<file path="config.mk">
export PLATFORM = sky130hd
export DESIGN_NAME = rgb_led_matrix_row_scanner
export DESIGN_NICKNAME = d
export VERILOG_FILES = /design/src/hw/rtl/rlms_pkg.sv /design/src/hw/rtl/rlms_frame_store.sv /design/src/hw/rtl/rlms_scan_core.sv /design/src/hw/rtl/rgb_led_matrix_row_scanner.sv
export SDC_FILE = /design/constraint.sdc
export NUM_CORES = 1
export LEC_CHECK = 0
export BUFFER_PORTS_ARGS = -buffer_cell sky130_fd_sc_hd__buf_4
export CORE_MARGIN = 4
export CORE_UTILIZATION = 50
export CTS_CLUSTER_SIZE = 40
export DETAILED_ROUTE_END_ITERATION = 10
export PLACE_DENSITY = 0.72
export SETUP_SLACK_MARGIN = 0.3
export SKIP_CTS_REPAIR_TIMING = 1
export SYNTH_ARGS = -nofsm -noshare
export SYNTH_HDL_FRONTEND = slang
export SYNTH_SLANG_ARGS = --single-unit
</file>
<file path="constraint.sdc">
create_clock -name i_clk -period 4.15 [get_ports i_clk]
set_clock_uncertainty 0.05 [all_clocks]
set_input_delay 0.415 -clock i_clk [delete_from_list [all_inputs] [get_ports i_clk]]
set_output_delay 0.415 -clock i_clk [all_outputs]
set_load 0.05 [all_outputs]
</file>
<file path="src/hw/rtl/rlms_pkg.sv">
// ----------------------------------------------------------------------------
// rlms_pkg: shared types and codes of the LED matrix row scanner
// Item command codes, color plane codes and the structs passed between
// the frame store, the scan core and the top level.
// ----------------------------------------------------------------------------
`default_nettype none

package rlms_pkg;

    typedef enum logic [0:0] {
        CMD_TICK  = 1'b0,
        CMD_WRITE = 1'b1
    } t_cmd;

    typedef enum logic [1:0] {
        PLANE_RED   = 2'd0,
        PLANE_GREEN = 2'd1,
        PLANE_BLUE  = 2'd2,
        PLANE_NONE  = 2'd3
    } t_plane;

    localparam int unsigned CFG_LIGHTS = 0;
    localparam int unsigned CFG_DWELL  = 1;

    localparam logic [15:0] DWELL_RESET = 16'd1000;

    // Bytes of one row as the scan core sees them.
    typedef struct packed {
        logic [7:0] red;
        logic [7:0] green;
        logic [7:0] blue;
    } t_row_colors;

    // One write into the frame store.
    typedef struct packed {
        logic       en;
        logic [2:0] row;
        t_plane     plane;
        logic [7:0] data;
    } t_store_wr;

    // One result item.
    typedef struct packed {
        logic       serial_bit;
        logic       shift_strobe;
        logic [7:0] row_drive;
        logic       frame_end;
    } t_result;

endpackage

`default_nettype wire

</file>
<file path="src/hw/rtl/rlms_frame_store.sv">
// ----------------------------------------------------------------------------
// rlms_frame_store: red, green and blue bytes of every row
// Three byte banks of ROWS entries, cleared at reset, written one byte at a
// time and read for one row at a time.
// ----------------------------------------------------------------------------
`default_nettype none

module rlms_frame_store
    import rlms_pkg::*;
#(
    parameter int ROWS = 8
) (
    input  wire logic                     i_clk,
    input  wire logic                     i_rst_n,
    input  wire t_store_wr                i_wr,
    input  wire logic [$clog2(ROWS)-1:0]  i_rd_row,
    output t_row_colors                   o_colors
);

    localparam int RowW = $clog2(ROWS);

    logic [7:0] r_red   [ROWS];
    logic [7:0] r_green [ROWS];
    logic [7:0] r_blue  [ROWS];

    logic            wr_ok;
    logic [RowW-1:0] wr_row;

    // Writes to the unused plane code or to a row beyond the matrix are dropped.
    assign wr_ok  = i_wr.en && (i_wr.plane != PLANE_NONE) && (int'(i_wr.row) < ROWS);
    assign wr_row = RowW'(i_wr.row);

    always_ff @(posedge i_clk) begin
        if (!i_rst_n) begin
            for (int i = 0; i < ROWS; i++) begin
                r_red[i]   <= '0;
                r_green[i] <= '0;
                r_blue[i]  <= '0;
            end
        end else if (wr_ok) begin
            unique case (i_wr.plane)
                PLANE_RED:   r_red[wr_row]   <= i_wr.data;
                PLANE_GREEN: r_green[wr_row] <= i_wr.data;
                PLANE_BLUE:  r_blue[wr_row]  <= i_wr.data;
                default: ;
            endcase
        end
    end

    assign o_colors.red   = r_red[i_rd_row];
    assign o_colors.green = r_green[i_rd_row];
    assign o_colors.blue  = r_blue[i_rd_row];

endmodule

`default_nettype wire

</file>
<file path="src/hw/rtl/rlms_scan_core.sv">
// ----------------------------------------------------------------------------
// rlms_scan_core: row, bit and dwell sequencing of the scan
// Holds the scan position, forms the result of the current tick and steps
// the position on every accepted tick item.
// ----------------------------------------------------------------------------
`default_nettype none

module rlms_scan_core
    import rlms_pkg::*;
#(
    parameter int ROWS = 8
) (
    input  wire logic                     i_clk,
    input  wire logic                     i_rst_n,
    input  wire logic                     i_fire,
    input  wire t_cmd                     i_cmd,
    input  wire t_row_colors              i_colors,
    input  wire logic [7:0]               i_lights,
    input  wire logic [15:0]              i_dwell,
    output logic [$clog2(ROWS)-1:0]       o_row,
    output t_result                       o_result
);

    localparam int RowW = $clog2(ROWS);
    localparam logic [RowW-1:0] LastRow = RowW'(ROWS - 1);

    logic [RowW-1:0] r_row,   n_row;
    logic [4:0]      r_bit,   n_bit;
    logic            r_dwell, n_dwell;
    logic [15:0]     r_count, n_count;

    logic [31:0] word;
    logic [15:0] limit;
    logic [16:0] count_next;
    logic [3:0]  row_ext;
    logic        dwell_done;

    assign word       = {i_lights, i_colors.red, i_colors.green, i_colors.blue};
    assign limit      = (i_dwell == 16'd0) ? 16'd1 : i_dwell;
    assign count_next = {1'b0, r_count} + 17'd1;
    assign dwell_done = count_next >= {1'b0, limit};
    assign row_ext    = 4'(r_row);

    always_comb begin
        o_result.serial_bit   = 1'b0;
        o_result.shift_strobe = 1'b0;
        o_result.frame_end    = 1'b0;
        o_result.row_drive    = 8'hFF;
        // Rows past the eighth have no enable pin and leave all bits high.
        if (r_dwell && !row_ext[3]) begin
            o_result.row_drive[row_ext[2:0]] = 1'b0;
        end
        if (i_cmd == CMD_TICK) begin
            if (!r_dwell) begin
                o_result.serial_bit   = word[~r_bit];
                o_result.shift_strobe = 1'b1;
            end else begin
                o_result.frame_end = dwell_done && (r_row == LastRow);
            end
        end
    end

    always_comb begin
        n_row   = r_row;
        n_bit   = r_bit;
        n_dwell = r_dwell;
        n_count = r_count;
        if (i_fire && (i_cmd == CMD_TICK)) begin
            if (!r_dwell) begin
                n_bit = r_bit + 5'd1;
                if (r_bit == 5'd31) begin
                    n_dwell = 1'b1;
                    n_count = '0;
                end
            end else if (dwell_done) begin
                n_row   = (r_row == LastRow) ? '0 : r_row + RowW'(1);
                n_dwell = 1'b0;
                n_count = '0;
                n_bit   = '0;
            end else begin
                n_count = count_next[15:0];
            end
        end
    end

    always_ff @(posedge i_clk) begin
        if (!i_rst_n) begin
            r_row   <= '0;
            r_bit   <= '0;
            r_dwell <= 1'b0;
            r_count <= '0;
        end else begin
            r_row   <= n_row;
            r_bit   <= n_bit;
            r_dwell <= n_dwell;
            r_count <= n_count;
        end
    end

    assign o_row = r_row;

endmodule

`default_nettype wire

</file>
<file path="src/hw/rtl/rgb_led_matrix_row_scanner.sv">
// ----------------------------------------------------------------------------
// rgb_led_matrix_row_scanner: multiplexed row scan of an RGB LED matrix
// Frame store of red, green and blue bytes per row, scanned row by row.
// ----------------------------------------------------------------------------
// Usage:
//   The input stream carries items. tuser = 0 is a tick that advances the
//   scan by one shift clock or one dwell count; tuser = 1 writes the byte in
//   tdata into the frame store at the given row and plane.
//   Every item produces exactly one result transfer on the output stream:
//   the serial bit (valid when tuser is 1), the active-low row enables and
//   tlast on the tick that releases the last row of a frame.
//   Output valid rises in the cycle after the input transfer. One item is
//   taken in every cycle while the receiver keeps up; the only limit is the
//   single output register, which is refilled in the same cycle it is read.
//   When the receiver stalls, the output register holds its result and
//   s_axis_tready drops until it is taken.
//   Reset clears the frame store, the scan position and the output valid flag;
//   lights_byte resets to 0 and dwell_ticks to 1000. The user must write
//   registers through the cfg port while the stream is idle; the block does not enforce it.
// ----------------------------------------------------------------------------
`default_nettype none

module rgb_led_matrix_row_scanner
    import rlms_pkg::*;
#(
    parameter int ROWS = 8
) (
    input  wire logic        i_clk,
    input  wire logic        i_rst_n,
    input  wire logic        s_axis_tvalid,
    output logic             s_axis_tready,
    input  wire logic [15:0] s_axis_tdata,  // row_sel[2:0], plane[4:3], data[12:5]
    input  wire logic [0:0]  s_axis_tuser,  // command[0]
    output logic             m_axis_tvalid,
    input  wire logic        m_axis_tready,
    output logic [15:0]      m_axis_tdata,  // serial_bit[0], row_drive[8:1]
    output logic [0:0]       m_axis_tuser,  // shift_strobe[0]
    output logic             m_axis_tlast,
    input  wire logic        i_cfg_we,
    input  wire logic [0:0]  i_cfg_addr,
    input  wire logic [15:0] i_cfg_wdata
);

    localparam int RowW = $clog2(ROWS);

    logic [7:0]  r_lights_byte;
    logic [15:0] r_dwell_ticks;
    logic        r_out_valid;
    t_result     r_out;

    logic            fire;
    t_cmd            cmd;
    t_store_wr       store_wr;
    t_row_colors     colors;
    t_result         result;
    logic [RowW-1:0] scan_row;

    assign s_axis_tready = !r_out_valid || m_axis_tready;
    assign fire          = s_axis_tvalid && s_axis_tready;
    assign cmd           = t_cmd'(s_axis_tuser[0]);

    assign store_wr.en    = fire && (cmd == CMD_WRITE);
    assign store_wr.row   = s_axis_tdata[2:0];
    assign store_wr.plane = t_plane'(s_axis_tdata[4:3]);
    assign store_wr.data  = s_axis_tdata[12:5];

    always_ff @(posedge i_clk) begin
        if (!i_rst_n) begin
            r_lights_byte <= '0;
            r_dwell_ticks <= DWELL_RESET;
        end else if (i_cfg_we) begin
            unique case (int'(i_cfg_addr))
                CFG_LIGHTS: r_lights_byte <= i_cfg_wdata[7:0];
                CFG_DWELL:  r_dwell_ticks <= i_cfg_wdata;
                default: ;
            endcase
        end
    end

    rlms_frame_store #(
        .ROWS (ROWS)
    ) u_store (
        .i_clk    (i_clk),
        .i_rst_n  (i_rst_n),
        .i_wr     (store_wr),
        .i_rd_row (scan_row),
        .o_colors (colors)
    );

    rlms_scan_core #(
        .ROWS (ROWS)
    ) u_core (
        .i_clk    (i_clk),
        .i_rst_n  (i_rst_n),
        .i_fire   (fire),
        .i_cmd    (cmd),
        .i_colors (colors),
        .i_lights (r_lights_byte),
        .i_dwell  (r_dwell_ticks),
        .o_row    (scan_row),
        .o_result (result)
    );

    always_ff @(posedge i_clk) begin
        if (!i_rst_n) begin
            r_out_valid <= 1'b0;
        end else if (s_axis_tready) begin
            r_out_valid <= s_axis_tvalid;
        end
    end

    always_ff @(posedge i_clk) begin
        if (fire) begin
            r_out <= result;
        end
    end

    assign m_axis_tvalid = r_out_valid;
    assign m_axis_tdata  = {7'd0, r_out.row_drive, r_out.serial_bit};
    assign m_axis_tuser  = r_out.shift_strobe;
    assign m_axis_tlast  = r_out.frame_end;

endmodule

`default_nettype wire

</file>
Yosys cells after proc, flatten, opt, wreduce, memory -nomap -nowiden:

Memories as Yosys holds them, arrays and structs flattened. A register that Yosys moved wholly into a read port is not among the register bits.
Index checks and enable logic that the tools add are counted.

* bitwise gates (word level): 5
* mux-type cells: 43
* equal/unequal tests: 6
* magnitude comparators: 4
* add/sub/neg operators: 3
* reductions and logical operators: 21

Operator list (number)
* $mux W16: 4
* $mux W3: 10
* $mux W8: 3
* $reduce_or A8 Y1: 3
* $mux W1: 22
* $add A16 B1 Y17 const B: 1
* $ge A17 B16 Y1: 1
* $logic_not A16 Y1: 1
* $mux W5: 2
* $not A8 Y8: 1
* $reduce_and A2 Y1: 4
* $logic_and A1 B1 Y1: 6
* $lt A5 B6 Y1 const B: 1
* $add A5 B1 Y5 const B: 1
* $bmux W1 S5: 1
* $eq A5 B5 Y1 const B: 1
* $not A5 Y5: 1
* $lt A3 B4 Y1 const B: 1
* $ne A2 B2 Y1 const B: 2
* $reduce_or A2 Y1: 2
* $add A3 B1 Y3 const B: 1
* $demux W1 S3: 1
* $eq A3 B3 Y1 const B: 1
* $ge A3 B1 Y1 const B: 1
* other kinds (8): 10

* register bits after elaboration: 61
* output and inout port bits: 20
* logic and storage cells: 96
* bits in writable memories: 192
* memories kept: 3
* input bits: 39

Memory list
* u_store.r_blue: depth 8, bits a word 8, read ports 1, clocked after Yosys merged registers in 1, wr ports 8, line rlms_frame_store.sv:24 `logic [7:0] r_blue [ROWS];`
* u_store.r_green: depth 8, bits a word 8, read ports 1, clocked after Yosys merged registers in 1, wr ports 8, line rlms_frame_store.sv:23 `logic [7:0] r_green [ROWS];`
* u_store.r_red: depth 8, bits a word 8, read ports 1, clocked after Yosys merged registers in 1, wr ports 8, line rlms_frame_store.sv:22 `logic [7:0] r_red [ROWS];`

Logic depth before layout (Yosys ltp):

Gate-level depths: netlist (run 1).

* depth after elaboration: 10
* gate-level depth with buffers: 14
* mapped depth without buffers: 13

By module:

Synthesis (run 1) repeated with hierarchy kept, for this count alone.

* cell total of the unflattened synthesis: 970
* area total of the unflattened synthesis: 12338.1 um^2

By module, submodules not included
* rlms_frame_store: cells an instance 588, seq. area each 5765.5 um^2, area each 8824.7 um^2, times used 1
* rlms_scan_core: cells an instance 252, seq. area each 500.5 um^2, area each 2075.7 um^2, times used 1
* rgb_led_matrix_row_scanner: cells an instance 130, seq. area each 830.8 um^2, area each 1437.6 um^2, times used 1

Least setup slack after synthesis (run 1):

Ideal clock, no wire load.

* path kind: register to register
* start: register u_core.r_count[5]
* end: register (tool-made name)
* library setup time: 0.070 ns
* clock period less this slack: 3.047 ns
* stages on the path, launching flop included: 14
* required time: 4.030 ns
* buffers on the path: 1
* data arrival time: 2.927 ns
* slack: 1.103 ns
* cell sequence: dfxtp_1 and4_1 and3_1 nand3_2 nor2_1 xor2_1 ha_1 a2111o_1 a21oi_1 o2111ai_1 a21oi_1 clkbuf_1 o21ai_0 a21oi_1

RTL lines
* start, declared: line rlms_scan_core.sv:30 `logic [15:0] r_count, n_count;`
* start signal, assigned: line rlms_scan_core.sv:96 `r_count <= n_count;`

==> flow_summary.ini, run 1 <==
[run_status]
run_status = completed

[clocking]
htree_num_levels = 1
insertion_delay_ns = 0.53
tritoncts.num_buffers = 27
clock_sink_count = 256
clock_tree_from_tritoncts = yes
clkSlewWorstSetupHoldPaths_ns = 0.06
clockBufferDepth = 3
clockRootBuffer = sky130_fd_sc_hd__clkbuf_16

[power_and_ir_drop]
power_report.internal_total_uw = 4230
clock_group_share_of_total_power = 0.416
share_seq_of_total_power = 0.530
cellPowerDensity_mw_per_mm2 = 392
switching_power_uw = 1160
leakagePower_uw = 0.00517
power.share.switching = 0.216
p_comb_frac = 0.054
irDropWorstVdd_v = 0.000238

[flow_run]
drv_cap = 0

[floorplan]
die_y_um = 164
num_rows = 56
dieArea_mm2 = 0.0269
floorplan.core_area_mm2 = 0.0237
floorplan.initialDensity = 0.513
dieWidth_um = 164
num_io_pins = 59

[finish]
drive_gt1_frac = 0.179
layout.nets = 1081
post_layout_nonfiller_instances = 1361
fin_util = 0.581
antenna_cells_inserted = 0
layout.cells.most_common_list = sky130_fd_sc_hd__edfxtp_1 (203), sky130_fd_sc_hd__and2_1 (194), sky130_fd_sc_hd__buf_4 (86), sky130_fd_sc_hd__nor2_1 (66), sky130_fd_sc_hd__nand2_1 (58)
final_common_cell = sky130_fd_sc_hd__edfxtp_1
layout-area-overhead-vs-synth_pct = 13.1

[synthesis]
post_synth_main_area_contributors = sky130_fd_sc_hd__edfxtp_1 (50%), sky130_fd_sc_hd__and2_1 (10%), sky130_fd_sc_hd__mux4_2 (9.1%)
yosysTopAreaCellShare = 0.502
synth_cell_type_count = 58
syn_inst = 962
synth_flop_cell = sky130_fd_sc_hd__edfxtp_1
post-synth-top-area-cell = sky130_fd_sc_hd__edfxtp_1
mean_area_per_synthesized_cell_um2 = 12.6
count_of_synthesis_stage_warnings_from_yosys = 0
synth_edf_count = 203
asyncSetResetFlopFracSynth = 0
synthesis.area_mm2 = 0.0122
flops_latches_synth = 256
yosysSeqAreaShare = 0.589

[grt]
gr-usage-all-layers = 0.205
grt_start_max_net_pins = 42
use_met2 = 0.324
wire_length_of_the_first_global_routing_pass_um = 42700
initial_antenna_violation_count = 0
grt_util_met1 = 0.296
grtUsageMet3 = 0.0419
number_of_global_route_vias_before_repair = 7638
grt_overflow = 0
top_usage_layer = met2

[detailed_routing]
drt_first_pass_iters = 6
vias = 7766
wl_um = 26800
drc = 0
vias_per_cell = 5.71
detail_route.wl_per_cell_um = 19.7
drtIter0Drc = 715
drtAntennaViolNets = 0

[min_path]
min_path_type = input pin to register

[setup_path]
critical_path_peak_fanout = 16
worst_path_largest_cell_delay_ns = 0.50
critical_path_start_type = register
data_required_time_at_the_worst_endpoint_ns = 4.55
worstPathCellList = ha_1 > and2_1 > nand4_1 > xnor2_1 > ha_1 > nand4_1 > nor3_1 > a211oi_1 > o2111ai_1 > a21oi_1 > buf_4 > or4_1 > a21oi_1
arrival_time_of_the_worst_setup_path_ns = 3.86
critical_path_buf_inv_count = 1
crit_family = simple AND/OR/NAND/NOR gates
worstSetupPathType = register to register
critPathCaptureType = register
crit_slowest_cell = sky130_fd_sc_hd__or4_1

[timing]
unrepaired_setup_endpoints_after_global_routing = no
worst_pin_slew_ns = 1.10
layout_worst_path_cycle_share = 0.836
slew_viol_final = 0
fin_tns_setup_ns = 0
timing.slew.headroom = 0.262
finalHoldViolations = 0
fin_worst_hold_slack_ns = 0.0640
final.min_clock_period_ns = 3.47
setup_viol = 0
fmaxAchievable_mhz = 288
worst_slack_setup_final_ns = 0.682

[placed_design]
place.detailed.instances = 1311
dp_slack_ns = 0.577
io_buffers = 48
dp_hpwl_um = 17900
place_congestion = 0.830
## layout make-up
class | count | area (um^2)
clock buffer | 47 | 800
clock inverter | 3 | 18.8
multi-input combinational | 627 | 4640
tap | 319 | 399
sequential | 256 | 7160
inverter | 23 | 86.3
timing repair buffer | 86 | 646
fill | 1903 | 9930
## worst reg2reg max path, stage by stage (launching register included)
cell and delay [ns]:
sky130_fd_sc_hd__dfxtp_1 0.44, sky130_fd_sc_hd__ha_1 0.25, sky130_fd_sc_hd__and2_1 0.24, sky130_fd_sc_hd__nand4_1 0.14, sky130_fd_sc_hd__xnor2_1 0.17, sky130_fd_sc_hd__ha_1 0.31, sky130_fd_sc_hd__nand4_1 0.12, sky130_fd_sc_hd__nor3_1 0.19
sky130_fd_sc_hd__a211oi_1 0.07, sky130_fd_sc_hd__o2111ai_1 0.41, sky130_fd_sc_hd__a21oi_1 0.16, sky130_fd_sc_hd__buf_4 0.22, sky130_fd_sc_hd__or4_1 0.50, sky130_fd_sc_hd__a21oi_1 0.14
## worst paths after layout
kind	startpoint	end	slack, ns	depth (start not counted)
max	u_core.r_count[0]	register	0.68	13
min	i_cfg_wdata[9]	r_dwell_ticks[9]	0.06	3
max reg2reg	u_core.r_count[0]	register	0.68	13
min reg2reg	u_core.r_count[15]	u_core.r_count[15]	0.40	2
## cells by family after synthesis
family	share of synthesized area
flip-flops	0.589
AO/OA/AOI/OAI	0.0659
other	0.000309
AND/OR/NAND/NOR	0.175
adder cells (fa/ha/maj)	0.0216
XOR/XNOR	0.0101
buffers and inverters	0.0314
multiplexers	0.107
## per-stage QoR
stage	total power, uW	instance area, um^2
6_report	5390	13800
2_1_floorplan	3070	12200
5_1_grt	5560	13800
3_3_place_gp	3190	12900
3_5_place_dp	3200	12900
4_1_cts	5420	13700
## cell usage after synthesis, types with 3 or more instances
library cell	count
sky130_fd_sc_hd__a2111oi_0	3
sky130_fd_sc_hd__a211oi_1	6
sky130_fd_sc_hd__a21o_1	3
sky130_fd_sc_hd__a21oi_1	29
sky130_fd_sc_hd__a22oi_1	3
sky130_fd_sc_hd__a32oi_1	11
sky130_fd_sc_hd__and2_1	194
sky130_fd_sc_hd__and3_1	3
sky130_fd_sc_hd__buf_2	8
sky130_fd_sc_hd__buf_4	10
sky130_fd_sc_hd__clkbuf_1	40
sky130_fd_sc_hd__dfxtp_1	53
sky130_fd_sc_hd__edfxtp_1	203
sky130_fd_sc_hd__ha_1	21
sky130_fd_sc_hd__inv_1	22
sky130_fd_sc_hd__mux2_2	4
sky130_fd_sc_hd__mux2i_1	15
sky130_fd_sc_hd__mux4_2	49
sky130_fd_sc_hd__nand2_1	58
sky130_fd_sc_hd__nand2b_1	5
sky130_fd_sc_hd__nand3_1	18
sky130_fd_sc_hd__nand3b_1	4
sky130_fd_sc_hd__nand4_1	11
sky130_fd_sc_hd__nor2_1	66
sky130_fd_sc_hd__nor2b_1	7
sky130_fd_sc_hd__nor3_1	9
sky130_fd_sc_hd__nor4_1	3
sky130_fd_sc_hd__o211ai_1	7
sky130_fd_sc_hd__o21ai_0	38
sky130_fd_sc_hd__o22ai_1	8
sky130_fd_sc_hd__xnor2_1	10
sky130_fd_sc_hd__xor2_1	4
## power groups by stage
stage	registers [uW]	clock network [uW]	logic, uW
2_1_floorplan	2910	0	164
3_3_place_gp	2910	0	284
3_5_place_dp	2910	0	289
4_1_cts	2860	2280	290
5_1_grt	2860	2390	317
6_report	2860	2240	290
## sequential cells by signal, indices dropped and copies added, names as in the netlist, 3 cells and up, named ones only
| name | cells |
|---|---|
| r_lights_byte | 8 |
| r_dwell_ticks | 16 |
| u_core.r_count | 16 |
| m_axis_tdata | 9 |
| u_store.r_red | 64 |
| u_store.r_blue | 64 |
| u_store.r_green | 64 |
| u_core.o_row | 3 |
| u_core.r_bit | 5 |
## routing by layer
layer	wire, um	vias to the layer above
li1	-	3630
met1	11500	3812
met2	12800	289
met3	2120	35
met4	409	0
met5	0	-
Power figures use the tool's default switching activity.
==> run 2: changes to the inputs <==
==> constraint.sdc (replaced) <==
create_clock -name i_clk -period 3.59 [get_ports i_clk]
set_clock_uncertainty 0.05 [all_clocks]
set_input_delay 0.359 -clock i_clk [delete_from_list [all_inputs] [get_ports i_clk]]
set_output_delay 0.359 -clock i_clk [all_outputs]
set_load 0.05 [all_outputs]
==> flow_summary.ini, run 2 (synthesized netlist as in run 1, its figures left out) <==
[run_status]
run_status = completed

[finish]
drive_gt1_frac = 0.211
final_common_cell = sky130_fd_sc_hd__edfxtp_1
fin_util = 0.595
antenna_cells_inserted = 0
final_area_mm2 = 0.0141
layout.nets = 1087
layout.cells.most_common_list = sky130_fd_sc_hd__edfxtp_1 (203), sky130_fd_sc_hd__and2_1 (193), sky130_fd_sc_hd__buf_4 (89), sky130_fd_sc_hd__nor2_1 (64), sky130_fd_sc_hd__nand2_1 (58)
top_regs = u_store.r_blue x64, u_store.r_green x64, u_store.r_red x64
layout-area-overhead-vs-synth_pct = 15.9

[timing]
finalHoldViolations = 0
unrepaired_setup_endpoints_after_global_routing = no
slew_viol_final = 0
worst_pin_slew_ns = 1.24
setup_viol = 0
timing.slew.headroom = 0.168
layout_worst_path_cycle_share = 0.875
fmaxAchievable_mhz = 318
fin_tns_setup_ns = 0
fin_worst_hold_slack_ns = 0.0201
final.min_clock_period_ns = 3.14

[placed_design]
io_buffers = 48
place_congestion = 0.815
dp_hpwl_um = 18000
post_place_cell_area_mm2 = 0.0130

[clocking]
tritoncts.num_buffers = 27
clkSlewWorstSetupHoldPaths_ns = 0.06
htree_num_levels = 1
clock_tree_from_tritoncts = yes
clock_sink_count = 256
clockRootBuffer = sky130_fd_sc_hd__clkbuf_16
insertion_delay_ns = 0.53
clockBufferDepth = 3

[grt]
grt_start_max_net_pins = 41
wire_length_of_the_first_global_routing_pass_um = 42600
initial_antenna_violation_count = 0
grt_overflow = 0
gr-usage-all-layers = 0.204
number_of_global_route_vias_before_repair = 7662

[setup_path]
data_required_time_at_the_worst_endpoint_ns = 4.00
crit_family = simple AND/OR/NAND/NOR gates
crit_top_cell = sky130_fd_sc_hd__nand4_1
critical_path_peak_fanout = 10
worst_path_largest_cell_delay_ns = 0.47
critical_path_buf_inv_count = 2
critPathCaptureType = register
critical_path_start_type = register
crit_slowest_cell = sky130_fd_sc_hd__or4_4
worstSetupPathType = register to register
worstPathCellList = and3_4 > and2_4 > nand4_1 > xnor2_2 > ha_1 > nand4_1 > nor3_2 > a211oi_1 > o2111ai_2 > a21oi_2 > buf_4 > buf_12 > or4_4 > a21oi_1
arrival_time_of_the_worst_setup_path_ns = 3.55

[detailed_routing]
vias_per_cell = 5.66
drtIter0Drc = 719
drt_first_pass_iters = 5
drtAntennaViolNets = 0
drc = 0
vias = 7734
wl_um = 27100
detail_route.wl_per_cell_um = 19.9

[power_and_ir_drop]
irDropWorstVdd_v = 0.000289
cellPowerDensity_mw_per_mm2 = 474
leakagePower_uw = 0.00530

[min_path]
min_path_type = input pin to register

[floorplan]
dieArea_mm2 = 0.0269
floorplan.initialDensity = 0.513
num_rows = 56
dieWidth_um = 164
num_io_pins = 59
floorplan.core_area_mm2 = 0.0237
die_y_um = 164

[flow_run]
drv_cap = 0
[run 2: layout make-up]
class / count / area, um^2
clock buffer: 33 / 708
clock inverter: 17 / 263
fill: 1879 / 9600
inverter: 23 / 86.3
multi-input combinational: 627 / 4720
sequential: 256 / 7170
tap: 319 / 399
timing repair buffer: 92 / 728
[run 2: through the flow]
step / worst slack, ns / cells / power [uW]
2_1_floorplan: 0.543 / 968 / 3550
3_3_place_gp: 0.274 / 1314 / 3690
3_5_place_dp: 0.192 / 1314 / 3700
4_1_cts: 0.150 / 1364 / 6710
5_1_grt: 0.275 / 1367 / 6870
6_report: 0.450 / 1367 / 6670
[run 2: final timing paths]
| check | start | to | slack (ns) | depth (start not counted) |
|---|---|---|---|---|
| max reg2reg | u_core.r_count[3] | register | 0.45 | 14 |
| min | i_cfg_wdata[9] | r_dwell_ticks[9] | 0.02 | 3 |
| max | u_core.r_count[3] | register | 0.45 | 14 |
| min reg2reg | u_core.r_count[15] | u_core.r_count[15] | 0.41 | 2 |
[run 2: tightest hold or removal path, cell delays in order]
cell and delay (ns):
sky130_fd_sc_hd__buf_4 0.08, sky130_fd_sc_hd__nand2_1 0.04, sky130_fd_sc_hd__o211ai_1 0.08
[run 2: power by group]
part | switching, uW | internal, uW
logic | 221 | 116
registers | 32.9 | 3270
clock network | 1130 | 1900
total | 1380 | 5280
[run 2: routing by layer]
layer | routed length [um] | global-route usage
met5 | 0 | 0
met4 | 467 | 0.0454
met3 | 1850 | 0.0409
met2 | 12900 | 0.328
met1 | 11900 | 0.292
